--- src/hw/rtl/mme_pkg.sv ---
// ----------------------------------------------------------------------------
// mme_pkg
// shared constants, codes and types of the matrix multiply engine
// ----------------------------------------------------------------------------
`timescale 1ns / 1ps

package mme_pkg;

  localparam int MAX_DIM_DEF    = 8;
  localparam int ELEM_WIDTH_DEF = 16;
  localparam int FRAC_BITS      = 8;

  localparam int OP_W      = 2;
  localparam int ADDR_W    = 6;
  localparam int DIM_W     = 4;
  localparam int CFG_IDX_W = 2;
  localparam int POS_W     = 3;
  localparam int OUT_DEPTH = 8;

  // input operation codes
  localparam logic [OP_W-1:0] OP_WRITE_A = 2'd0;
  localparam logic [OP_W-1:0] OP_WRITE_B = 2'd1;
  localparam logic [OP_W-1:0] OP_COMPUTE = 2'd2;

  // configuration register indexes
  localparam logic [CFG_IDX_W-1:0] REG_ROWS  = 2'd0;
  localparam logic [CFG_IDX_W-1:0] REG_INNER = 2'd1;
  localparam logic [CFG_IDX_W-1:0] REG_COLS  = 2'd2;

  localparam logic [DIM_W-1:0] DIM_RESET = 4'd8;

  // one queued compute job, dimensions captured at accept time
  typedef struct packed {
    logic [DIM_W-1:0] rows;
    logic [DIM_W-1:0] inner;
    logic [DIM_W-1:0] cols;
  } mme_cmd_t;

  // zero reads as one, anything above the array size reads as the size
  function automatic logic [DIM_W-1:0] clamp_dim(input logic [DIM_W-1:0] v,
                                                 input logic [DIM_W-1:0] max_dim);
    logic [DIM_W-1:0] r;
    r = v;
    if (v == '0) begin
      r = DIM_W'(1);
    end else if (v > max_dim) begin
      r = max_dim;
    end
    return r;
  endfunction

endpackage

--- src/hw/rtl/mme_ram.sv ---
// ----------------------------------------------------------------------------
// mme_ram
// generic simple dual port ram, one write port, one registered read port
// ----------------------------------------------------------------------------
`timescale 1ns / 1ps

module mme_ram #(
  parameter int WIDTH = 16,
  parameter int DEPTH = 64
) (
  input  logic                     clk,
  input  logic                     we,
  input  logic [$clog2(DEPTH)-1:0] waddr,
  input  logic [WIDTH-1:0]         wdata,
  input  logic                     re,
  input  logic [$clog2(DEPTH)-1:0] raddr,
  output logic [WIDTH-1:0]         rdata
);

  logic [WIDTH-1:0] mem_r [DEPTH];
  logic [WIDTH-1:0] rdata_r;

  always_ff @(posedge clk) begin
    if (we) begin
      mem_r[waddr] <= wdata;
    end
    if (re) begin
      rdata_r <= mem_r[raddr];
    end
  end

  assign rdata = rdata_r;

endmodule

--- src/hw/rtl/mme_front.sv ---
// ----------------------------------------------------------------------------
// mme_front
// input side: takes items, writes operand stores, queues compute jobs
// ----------------------------------------------------------------------------
`timescale 1ns / 1ps

module mme_front import mme_pkg::*; #(
  parameter int MAX_DIM    = MAX_DIM_DEF,
  parameter int ELEM_WIDTH = ELEM_WIDTH_DEF
) (
  input  logic                             clk,
  input  logic                             rst_n,
  // input items
  input  logic                             push,
  output logic                             full,
  input  logic [OP_W-1:0]                  in_op,
  input  logic [ADDR_W-1:0]                in_address,
  input  logic signed [ELEM_WIDTH-1:0]     in_value,
  // configuration
  input  logic                             cfg_valid,
  output logic                             cfg_ready,
  input  logic [CFG_IDX_W-1:0]             cfg_index,
  input  logic [DIM_W-1:0]                 cfg_data,
  // store write port
  output logic                             we_a,
  output logic                             we_b,
  output logic [$clog2(MAX_DIM*MAX_DIM)-1:0] waddr,
  output logic [ELEM_WIDTH-1:0]            wdata,
  // job queue toward the back end
  input  logic                             back_busy,
  input  logic                             cmd_take,
  output logic                             cmd_vld,
  output mme_cmd_t                         cmd
);

  localparam int DEPTH = MAX_DIM * MAX_DIM;
  localparam int AW    = $clog2(DEPTH);
  localparam logic [DIM_W-1:0]  MAX_DIM_V = DIM_W'(MAX_DIM);
  localparam logic [ADDR_W:0]   DEPTH_V   = (ADDR_W + 1)'(DEPTH);

  logic [DIM_W-1:0] rows_r, inner_r, cols_r;
  logic             cmd_vld_r;
  mme_cmd_t         cmd_r;
  logic             accept;
  logic             addr_ok;
  logic             is_compute;

  // writes must not slip under a job that still has reads to issue
  assign full       = cmd_vld_r || back_busy;
  assign accept     = push && !full;
  assign is_compute = (in_op == OP_COMPUTE);
  assign addr_ok    = ({1'b0, in_address} < DEPTH_V);

  assign we_a  = accept && (in_op == OP_WRITE_A) && addr_ok;
  assign we_b  = accept && (in_op == OP_WRITE_B) && addr_ok;
  assign waddr = in_address[AW-1:0];
  assign wdata = in_value;

  assign cfg_ready = 1'b1;

  always_ff @(posedge clk) begin
    if (!rst_n) begin
      rows_r  <= clamp_dim(DIM_RESET, MAX_DIM_V);
      inner_r <= clamp_dim(DIM_RESET, MAX_DIM_V);
      cols_r  <= clamp_dim(DIM_RESET, MAX_DIM_V);
    end else if (cfg_valid && cfg_ready) begin
      unique case (cfg_index)
        REG_ROWS:  rows_r  <= clamp_dim(cfg_data, MAX_DIM_V);
        REG_INNER: inner_r <= clamp_dim(cfg_data, MAX_DIM_V);
        REG_COLS:  cols_r  <= clamp_dim(cfg_data, MAX_DIM_V);
        default: begin
        end
      endcase
    end
  end

  // one-entry job queue
  always_ff @(posedge clk) begin
    if (!rst_n) begin
      cmd_vld_r <= 1'b0;
    end else if (accept && is_compute) begin
      cmd_vld_r <= 1'b1;
    end else if (cmd_take) begin
      cmd_vld_r <= 1'b0;
    end
  end

  always_ff @(posedge clk) begin
    if (accept && is_compute) begin
      cmd_r.rows  <= rows_r;
      cmd_r.inner <= inner_r;
      cmd_r.cols  <= cols_r;
    end
  end

  assign cmd_vld = cmd_vld_r;
  assign cmd     = cmd_r;

endmodule

--- src/hw/rtl/mme_back.sv ---
// ----------------------------------------------------------------------------
// mme_back
// job sequencer, multiply-accumulate pipeline and result queue
// ----------------------------------------------------------------------------
`timescale 1ns / 1ps

module mme_back import mme_pkg::*; #(
  parameter int MAX_DIM    = MAX_DIM_DEF,
  parameter int ELEM_WIDTH = ELEM_WIDTH_DEF
) (
  input  logic                               clk,
  input  logic                               rst_n,
  // job queue
  input  logic                               cmd_vld,
  input  mme_cmd_t                           cmd,
  output logic                               cmd_take,
  output logic                               busy,
  // store read ports
  output logic                               rd_en,
  output logic [$clog2(MAX_DIM*MAX_DIM)-1:0] a_raddr,
  output logic [$clog2(MAX_DIM*MAX_DIM)-1:0] b_raddr,
  input  logic [ELEM_WIDTH-1:0]              a_rdata,
  input  logic [ELEM_WIDTH-1:0]              b_rdata,
  // results
  input  logic                               pop,
  output logic                               empty,
  output logic signed [ELEM_WIDTH-1:0]       out_product,
  output logic [POS_W-1:0]                   out_row,
  output logic [POS_W-1:0]                   out_col,
  output logic                               out_saturated,
  output logic                               out_last
);

  localparam int AW     = $clog2(MAX_DIM * MAX_DIM);
  localparam int IW     = $clog2(MAX_DIM);
  localparam int PW     = 2 * ELEM_WIDTH;
  localparam int ACC_W  = PW + 4;
  localparam int QW     = ACC_W - FRAC_BITS;
  localparam int CNT_W  = $clog2(OUT_DEPTH + 1);
  localparam int PTR_W  = $clog2(OUT_DEPTH);
  localparam logic [ACC_W-1:0]      RND_HALF = ACC_W'(1) << (FRAC_BITS - 1);
  localparam logic [ELEM_WIDTH-1:0] Q_MAX    = {1'b0, {(ELEM_WIDTH-1){1'b1}}};
  localparam logic [ELEM_WIDTH-1:0] Q_MIN    = {1'b1, {(ELEM_WIDTH-1){1'b0}}};

  // sequencer
  logic            busy_r, busy_nxt;
  mme_cmd_t        dims_r, dims_nxt;
  logic [IW-1:0]   i_r, i_nxt, j_r, j_nxt, k_r, k_nxt;
  logic [AW-1:0]   a_base_r, a_base_nxt, b_addr_r, b_addr_nxt;
  logic            start, go, credit_ok;
  logic            i_last, j_last, k_last;

  // pipeline tags
  logic            s1_vld_r, s1_first_r, s1_klast_r, s1_elast_r;
  logic [IW-1:0]   s1_row_r, s1_col_r;
  logic            s2_vld_r, s2_first_r, s2_klast_r, s2_elast_r;
  logic [IW-1:0]   s2_row_r, s2_col_r;
  logic signed [PW-1:0] prod_r;
  logic            done_r, s3_elast_r;
  logic [IW-1:0]   s3_row_r, s3_col_r;
  logic [ACC_W-1:0] acc_r, acc_nxt;

  // rounding and saturation
  logic [ACC_W-1:0]        rnd;
  logic [QW-1:0]           q;
  logic [QW-ELEM_WIDTH:0]  q_top;
  logic                    q_ovf;
  logic [ELEM_WIDTH-1:0]   q_sat;

  // result queue
  logic [ELEM_WIDTH-1:0] fq_prod_r [OUT_DEPTH];
  logic [IW-1:0]         fq_row_r  [OUT_DEPTH];
  logic [IW-1:0]         fq_col_r  [OUT_DEPTH];
  logic                  fq_sat_r  [OUT_DEPTH];
  logic                  fq_last_r [OUT_DEPTH];
  logic [PTR_W-1:0]      wp_r, rp_r;
  logic [CNT_W-1:0]      cnt_r, cnt_nxt;
  logic [CNT_W-1:0]      res_r, res_nxt;
  logic                  pop_ok;

  assign i_last = (DIM_W'(i_r) == dims_r.rows  - DIM_W'(1));
  assign j_last = (DIM_W'(j_r) == dims_r.cols  - DIM_W'(1));
  assign k_last = (DIM_W'(k_r) == dims_r.inner - DIM_W'(1));

  // a new element needs a reserved slot in the result queue
  assign credit_ok = (res_r < CNT_W'(OUT_DEPTH));
  assign go        = busy_r && ((k_r != '0) || credit_ok);
  assign start     = cmd_vld && !busy_r;
  assign cmd_take  = !busy_r;
  assign busy      = busy_r;

  assign rd_en   = go;
  assign a_raddr = a_base_r + AW'(k_r);
  assign b_raddr = b_addr_r;

  always_comb begin
    busy_nxt   = busy_r;
    dims_nxt   = dims_r;
    i_nxt      = i_r;
    j_nxt      = j_r;
    k_nxt      = k_r;
    a_base_nxt = a_base_r;
    b_addr_nxt = b_addr_r;
    if (start) begin
      busy_nxt   = 1'b1;
      dims_nxt   = cmd;
      i_nxt      = '0;
      j_nxt      = '0;
      k_nxt      = '0;
      a_base_nxt = '0;
      b_addr_nxt = '0;
    end else if (go) begin
      if (k_last) begin
        k_nxt = '0;
        if (j_last) begin
          j_nxt      = '0;
          b_addr_nxt = '0;
          if (i_last) begin
            busy_nxt = 1'b0;
          end else begin
            i_nxt      = i_r + IW'(1);
            a_base_nxt = a_base_r + AW'(dims_r.inner);
          end
        end else begin
          j_nxt      = j_r + IW'(1);
          b_addr_nxt = AW'(j_r) + AW'(1);
        end
      end else begin
        k_nxt      = k_r + IW'(1);
        b_addr_nxt = b_addr_r + AW'(dims_r.cols);
      end
    end
  end

  always_ff @(posedge clk) begin
    if (!rst_n) begin
      busy_r <= 1'b0;
    end else begin
      busy_r <= busy_nxt;
    end
  end

  always_ff @(posedge clk) begin
    dims_r   <= dims_nxt;
    i_r      <= i_nxt;
    j_r      <= j_nxt;
    k_r      <= k_nxt;
    a_base_r <= a_base_nxt;
    b_addr_r <= b_addr_nxt;
  end

  // pipeline valids
  always_ff @(posedge clk) begin
    if (!rst_n) begin
      s1_vld_r <= 1'b0;
      s2_vld_r <= 1'b0;
      done_r   <= 1'b0;
    end else begin
      s1_vld_r <= go;
      s2_vld_r <= s1_vld_r;
      done_r   <= s2_vld_r && s2_klast_r;
    end
  end

  assign acc_nxt = (s2_first_r ? '0 : acc_r) + {{(ACC_W-PW){prod_r[PW-1]}}, prod_r};

  always_ff @(posedge clk) begin
    s1_first_r <= (k_r == '0);
    s1_klast_r <= k_last;
    s1_elast_r <= i_last && j_last;
    s1_row_r   <= i_r;
    s1_col_r   <= j_r;

    prod_r     <= $signed(a_rdata) * $signed(b_rdata);
    s2_first_r <= s1_first_r;
    s2_klast_r <= s1_klast_r;
    s2_elast_r <= s1_elast_r;
    s2_row_r   <= s1_row_r;
    s2_col_r   <= s1_col_r;

    if (s2_vld_r) begin
      acc_r      <= acc_nxt;
      s3_elast_r <= s2_elast_r;
      s3_row_r   <= s2_row_r;
      s3_col_r   <= s2_col_r;
    end
  end

  // round half up, then clip to the element range
  assign rnd   = acc_r + RND_HALF;
  assign q     = rnd[ACC_W-1:FRAC_BITS];
  assign q_top = q[QW-1:ELEM_WIDTH-1];
  assign q_ovf = !((&q_top) || !(|q_top));
  assign q_sat = q_ovf ? (q[QW-1] ? Q_MIN : Q_MAX) : q[ELEM_WIDTH-1:0];

  assign pop_ok = pop && !empty;
  assign empty  = (cnt_r == '0);

  always_comb begin
    cnt_nxt = cnt_r;
    res_nxt = res_r;
    if (done_r && !pop_ok) begin
      cnt_nxt = cnt_r + CNT_W'(1);
    end else if (!done_r && pop_ok) begin
      cnt_nxt = cnt_r - CNT_W'(1);
    end
    if ((go && (k_r == '0)) && !pop_ok) begin
      res_nxt = res_r + CNT_W'(1);
    end else if (!(go && (k_r == '0)) && pop_ok) begin
      res_nxt = res_r - CNT_W'(1);
    end
  end

  always_ff @(posedge clk) begin
    if (!rst_n) begin
      wp_r  <= '0;
      rp_r  <= '0;
      cnt_r <= '0;
      res_r <= '0;
    end else begin
      cnt_r <= cnt_nxt;
      res_r <= res_nxt;
      if (done_r) begin
        wp_r <= wp_r + PTR_W'(1);
      end
      if (pop_ok) begin
        rp_r <= rp_r + PTR_W'(1);
      end
    end
  end

  always_ff @(posedge clk) begin
    if (done_r) begin
      fq_prod_r[wp_r] <= q_sat;
      fq_row_r[wp_r]  <= s3_row_r;
      fq_col_r[wp_r]  <= s3_col_r;
      fq_sat_r[wp_r]  <= q_ovf;
      fq_last_r[wp_r] <= s3_elast_r;
    end
  end

  assign out_product   = fq_prod_r[rp_r];
  assign out_row       = POS_W'(fq_row_r[rp_r]);
  assign out_col       = POS_W'(fq_col_r[rp_r]);
  assign out_saturated = fq_sat_r[rp_r];
  assign out_last      = fq_last_r[rp_r];

endmodule

--- src/hw/rtl/matrix_multiply_engine.sv ---
// ----------------------------------------------------------------------------
// matrix_multiply_engine
// dense fixed point matrix multiply, C = A x B, row-major, Q8.8 elements
// ----------------------------------------------------------------------------
//  channel   handshake              payload
//  input     push / full            in_op, in_address, in_value
//  result    empty / pop            out_product, out_row, out_col,
//                                   out_saturated, out_last
//  config    cfg_valid / cfg_ready  cfg_index, cfg_data
//
//  input can transfer every cycle while full is low; a compute job holds
//  full high from its transfer until its last operand read is issued, one
//  multiply-accumulate a cycle through the shared multiplier unless the
//  sequencer stalls because every result slot is held or reserved; results
//  pass through the store read, product and accumulator registers into the
//  eight-entry queue; reset is synchronous; operand stores are not cleared
// ----------------------------------------------------------------------------
`timescale 1ns / 1ps

module matrix_multiply_engine import mme_pkg::*; #(
  parameter int MAX_DIM    = MAX_DIM_DEF,
  parameter int ELEM_WIDTH = ELEM_WIDTH_DEF
) (
  input  logic                         clk,
  input  logic                         rst_n,
  // input channel
  input  logic                         push,
  output logic                         full,
  input  logic [OP_W-1:0]              in_op,
  input  logic [ADDR_W-1:0]            in_address,
  input  logic signed [ELEM_WIDTH-1:0] in_value,
  // result channel
  output logic                         empty,
  input  logic                         pop,
  output logic signed [ELEM_WIDTH-1:0] out_product,
  output logic [POS_W-1:0]             out_row,
  output logic [POS_W-1:0]             out_col,
  output logic                         out_saturated,
  output logic                         out_last,
  // configuration channel
  input  logic                         cfg_valid,
  output logic                         cfg_ready,
  input  logic [CFG_IDX_W-1:0]         cfg_index,
  input  logic [DIM_W-1:0]             cfg_data
);

  localparam int DEPTH = MAX_DIM * MAX_DIM;
  localparam int AW    = $clog2(DEPTH);

  // store write side, driven by the front end
  logic                  we_a, we_b;
  logic [AW-1:0]         waddr;
  logic [ELEM_WIDTH-1:0] wdata;

  // store read side, driven by the sequencer
  logic                  rd_en;
  logic [AW-1:0]         a_raddr, b_raddr;
  logic [ELEM_WIDTH-1:0] a_rdata, b_rdata;

  // job hand-off between front and back
  logic     cmd_vld, cmd_take, back_busy;
  mme_cmd_t cmd;

  // front end: element writes, register file, job queue
  mme_front #(
    .MAX_DIM    (MAX_DIM),
    .ELEM_WIDTH (ELEM_WIDTH)
  ) u_front (
    .clk        (clk),
    .rst_n      (rst_n),
    .push       (push),
    .full       (full),
    .in_op      (in_op),
    .in_address (in_address),
    .in_value   (in_value),
    .cfg_valid  (cfg_valid),
    .cfg_ready  (cfg_ready),
    .cfg_index  (cfg_index),
    .cfg_data   (cfg_data),
    .we_a       (we_a),
    .we_b       (we_b),
    .waddr      (waddr),
    .wdata      (wdata),
    .back_busy  (back_busy),
    .cmd_take   (cmd_take),
    .cmd_vld    (cmd_vld),
    .cmd        (cmd)
  );

  // operand store for A
  mme_ram #(
    .WIDTH (ELEM_WIDTH),
    .DEPTH (DEPTH)
  ) u_store_a (
    .clk   (clk),
    .we    (we_a),
    .waddr (waddr),
    .wdata (wdata),
    .re    (rd_en),
    .raddr (a_raddr),
    .rdata (a_rdata)
  );

  // operand store for B
  mme_ram #(
    .WIDTH (ELEM_WIDTH),
    .DEPTH (DEPTH)
  ) u_store_b (
    .clk   (clk),
    .we    (we_b),
    .waddr (waddr),
    .wdata (wdata),
    .re    (rd_en),
    .raddr (b_raddr),
    .rdata (b_rdata)
  );

  // back end: walks i, j, k and drains results through its queue
  mme_back #(
    .MAX_DIM    (MAX_DIM),
    .ELEM_WIDTH (ELEM_WIDTH)
  ) u_back (
    .clk           (clk),
    .rst_n         (rst_n),
    .cmd_vld       (cmd_vld),
    .cmd           (cmd),
    .cmd_take      (cmd_take),
    .busy          (back_busy),
    .rd_en         (rd_en),
    .a_raddr       (a_raddr),
    .b_raddr       (b_raddr),
    .a_rdata       (a_rdata),
    .b_rdata       (b_rdata),
    .pop           (pop),
    .empty         (empty),
    .out_product   (out_product),
    .out_row       (out_row),
    .out_col       (out_col),
    .out_saturated (out_saturated),
    .out_last      (out_last)
  );

endmodule

--- config.mk ---
export PLATFORM = sky130hd
export DESIGN_NAME = matrix_multiply_engine
export DESIGN_NICKNAME = d
export VERILOG_FILES = /design/src/hw/rtl/mme_pkg.sv /design/src/hw/rtl/mme_ram.sv /design/src/hw/rtl/mme_front.sv /design/src/hw/rtl/mme_back.sv /design/src/hw/rtl/matrix_multiply_engine.sv
export SDC_FILE = /design/constraint.sdc
export NUM_CORES = 2
export LEC_CHECK = 0
export BUFFER_PORTS_ARGS = -buffer_cell sky130_fd_sc_hd__buf_2
export CAP_MARGIN = 30
export CORE_MARGIN = 2
export CORE_UTILIZATION = 52
export CTS_CLUSTER_DIAMETER = 80
export DETAILED_ROUTE_END_ITERATION = 12
export PLACE_DENSITY_LB_ADDON = 0.2
export SLEW_MARGIN = 0
export SYNTH_ARGS = -nofsm -noshare
export SYNTH_HDL_FRONTEND = slang
export SYNTH_SLANG_ARGS = --single-unit
--- constraint.sdc ---
create_clock -name clk -period 7.3 [get_ports clk]
set_clock_uncertainty 0.2 [all_clocks]
set_input_delay 0.73 -clock clk [delete_from_list [all_inputs] [get_ports clk]]
set_output_delay 0.73 -clock clk [all_outputs]
set_load 0.02 [all_outputs]
==> results.md <==
- Status: complete, no violations
- Prevailing post-synth register cell: edfxtp_1
- Post-synth EDFFs: 2339
- CTS tree: built
- CP startpoint: u_store_a.rdata[6]
- Seq/Total Area, Yosys: 0.691
- Worst slew pin tran: 1.05 ns
- R2r startpoint: u_store_a.rdata[6]
- Fill cells: 14400
- Crit path to: u_back.prod_r[31]
- R2R Setup Slk: 0.39 ns
- Average wire per standard cell: 28.7 um
- Achievable Freq: 145 MHz
- Maximum level of the CTS H-tree: 5
- Portion of netlist area occupied by mux cells: 0.160
- Skew-Pair Late Insertion Delay: 0.92 ns
- Most area-hungry cell type in the Yosys netlist: edfxtp_1
- I/O Buffers: 60
- DRC Markers: 0
- Pre-CTS setup slack: 0.445 ns
- Synth top cells by count: edfxtp_1 (2339), mux4_2 (720), inv_1 (342), fa_1 (268), nor2_1 (210)
- Leakage: 39.2 nW
- Via count: 51400
- RR Endpoint: u_back.prod_r[31]
- PwrDens: 413 mW/mm^2
- Post-synth top area share: 0.671
- Nets: 6074
- Clk buf depth: 4
- Finished Cell Area: 0.118 sq mm
- Initial DRC count: 5722
- First-pass GRT wire length: 360 mm
- Slew Viols, Final: 0
- Synth Instances: 5305
- Initial Util: 0.524
- Core box area: 0.200 sq mm
- CTS Root Cell: clkbuf_16
- Syn Std Cell Area: 0.105 sq mm
- Critical Path Start Type: flip-flop
- Worst-path clk slew: 0.06 ns
- Largest net degree at the start of global routing: 124
- Main combinational cell family by area after synthesis: multiplexers
- Peak VDD IR: 759 uV
- Share of layout cells above drive strength 1: 0.243
- Core Util, Final: 0.590
- Xor/xnor share of the synthesized area: 0.0101
- Worst EP required: 7.87 ns
- Routed Antenna Nets: 0
- Worst Setup End Kind: flip-flop
- Synth Area in Simple Gates: 0.0355
- Number of post-CTS setup repair buffers: 0
- Async SR Flop Fraction: 0
- Yosys cell types: 68
- Total gr overflow: 0
- TritonRoute pass-1 iters: 6
- Initial antenna violation count: 17
- Met3 usage: 0.0396
- Synth Area in Compound Gates: 0.0140
- Min cycle time layout: 6.91 ns
- Synth Register Bits: 2444
- Clk sink count: 2444
- Number of global-route vias before repair: 52500
- Syn avg cell area: 19.7 sq um
- Multi-input gate area: 0.0302 sq mm
- Num rows: 164
- Detail Placement HPWL: 149 mm
- CP arrival: 7.48 ns
- Largest cells by area after synthesis: edfxtp_1 (67%), mux4_2 (15%), fa_1 (5.1%)
- Tot GR Track Use: 0.243
- Die Width: 453 um
- GR peak layer: met2
- Final worst slack: 0.393 ns
- Die Area: 0.205 sq mm
- Placed instance area: 0.109 sq mm
- Met1 usage in global routing: 0.358
- Detailed Route WL: 244 mm
- Die H: 453 um
- Final RePlAce weighted congestion: 0.841
- Synth Area in Adders: 0.0685
- HP Class: in2reg
- Setup TNS Final: 0 ns
- Final Hold Viols: 0
- Worst-path fanout max: 16
- Met2 usage: 0.379
- Yosys Warn Count: 0
- Via-to-Cell Ratio: 6.05
- Mapped Nets: 5752
- Most frequent cell after synthesis: edfxtp_1
- Register area: 0.0724 sq mm
- Endpoints failing setup: 0
- Cells on worst reg2reg path: 19
- Total Power: 0.0487 W
- Post-route clock period utilization: 0.946
- Crit path kind: reg2reg
- I/O pins: 62
- RSZ-0062 raised after global routing: no
- Num CTS Buffers: 275
- Synth-to-Final Area Change: 12.6%
- Max Cap Viol: 0
- Relative slew slack: 0.298
[final cells by class]
type	count	share of cell area
sequential	2444	0.614
multi-input combinational	2297	0.257
clock buffer	331	0.0612
tap	2656	0.0282
timing repair buffer	267	0.0178
inverter	342	0.0109
clock inverter	135	0.0108
antenna	13	0.000276
[routing by layer]
metal	wire, um	up-vias
met5	27	-
li1	-	21500
met3	18700	306
met2	118000	2058
met1	101000	27500
met4	5830	4
[through the flow]
stage / std cells / hold WS (ns)
2_1_floorplan: 5305 / 0.110
3_3_place_gp: 7992 / 0.111
3_5_place_dp: 8003 / 0.112
4_1_cts: 8470 / 0.00695
5_1_grt: 8479 / 0.0492
6_report: 8485 / 0.0669
[how the worst min path moves through the flow]
stage | from | endpoint | cells past startpoint
2_1_floorplan | u_back.s1_col_r[0] | u_back.s2_col_r[0] | 0
3_3_place_gp | u_back.s1_first_r | u_back.s2_first_r | 0
3_5_place_dp | u_back.s1_row_r[0] | u_back.s2_row_r[0] | 0
4_1_cts | in_value[15] | u_store_b.mem_r[24][15] | 1
5_1_grt | in_value[15] | u_store_b.mem_r[27][15] | 1
6_report | in_value[15] | u_store_b.mem_r[27][15] | 1
[power by group]
group / internal (W) / total [W] / switching [W]
combinational: 0.00900 / 0.0193 / 0.0103
clock: 0.00779 / 0.0131 / 0.00531
sequential: 0.0159 / 0.0162 / 0.000361
total: 0.0327 / 0.0487 / 0.0160
[flip-flops by register name, indices dropped and copies added, names as in the netlist, 12 cells and up, named ones only]
signal            count
u_store_a.mem_r    1024
u_back.fq_row_r      24
u_store_b.mem_r    1024
u_back.fq_prod_r    128
u_back.dims_r        12
u_front.cmd          12
u_store_a.rdata      16
u_store_b.rdata      16
u_back.prod_r        32
u_back.acc_r         36
u_back.fq_col_r      24
[logic make-up after synthesis]
logic type               Yosys count
flip-flops                      2444
multiplexers                     768
AND/OR/NAND/NOR                  760
buffers and inverters            564
adder cells (fa/ha/maj)          412
AO/OA/AOI/OAI                    235
XOR/XNOR                         121
other                              1
[repair_timing]
action / CTS / global route
hold endpoints to repair: 3 / 0
hold buffers: 1 / 0
gates resized for setup: 0 / 0
[critical path, cell delays in order (launching register included)]
cell and delay, ns:
edfxtp_1 0.66, and2_1 0.30, fa_1 0.51, inv_1 0.05, fa_1 0.45, fa_1 0.50
fa_1 0.55, inv_1 0.05, fa_1 0.49, fa_1 0.41, ha_1 0.36, o211ai_1 0.10
nor2_1 0.29, a211oi_1 0.20, or4_1 0.65, a311oi_1 0.48, o21ai_1 0.14, o21ai_1 0.13
a21oi_1 0.10, xnor2_1 0.12
[layout by cell type (no fill, tap or decap), types with 13 or more instances in the layout]
cell type | Yosys | layout
xnor2_1 | 90 | 86
nor3_1 | 26 | 24
clkbuf_1 | 142 | 49
ha_1 | 144 | 143
and2_1 | 140 | 140
mux2i_1 | 23 | 23
o21ai_0 | 43 | 43
mux4_2 | 720 | 720
nand4_1 | 18 | 18
clkinv_1 | 0 | 51
mux2_2 | 25 | 25
buf_4 | 3 | 206
dfxtp_1 | 105 | 98
a21o_1 | 24 | 24
clkinv_2 | 0 | 42
edfxtp_1 | 2339 | 2339
o21ai_1 | 20 | 20
xor2_1 | 31 | 31
fa_1 | 268 | 267
and3_1 | 18 | 18
a21oi_1 | 68 | 68
nand3_1 | 26 | 26
inv_1 | 342 | 342
bufinv_16 | 0 | 22
nand2b_1 | 21 | 21
nand2_1 | 201 | 201
buf_2 | 58 | 46
diode_2 | 0 | 13
nor2b_1 | 63 | 63
clkbuf_16 | 0 | 279
nor2_1 | 210 | 200
No activity file was read; power rests on OpenSTA's default activity.
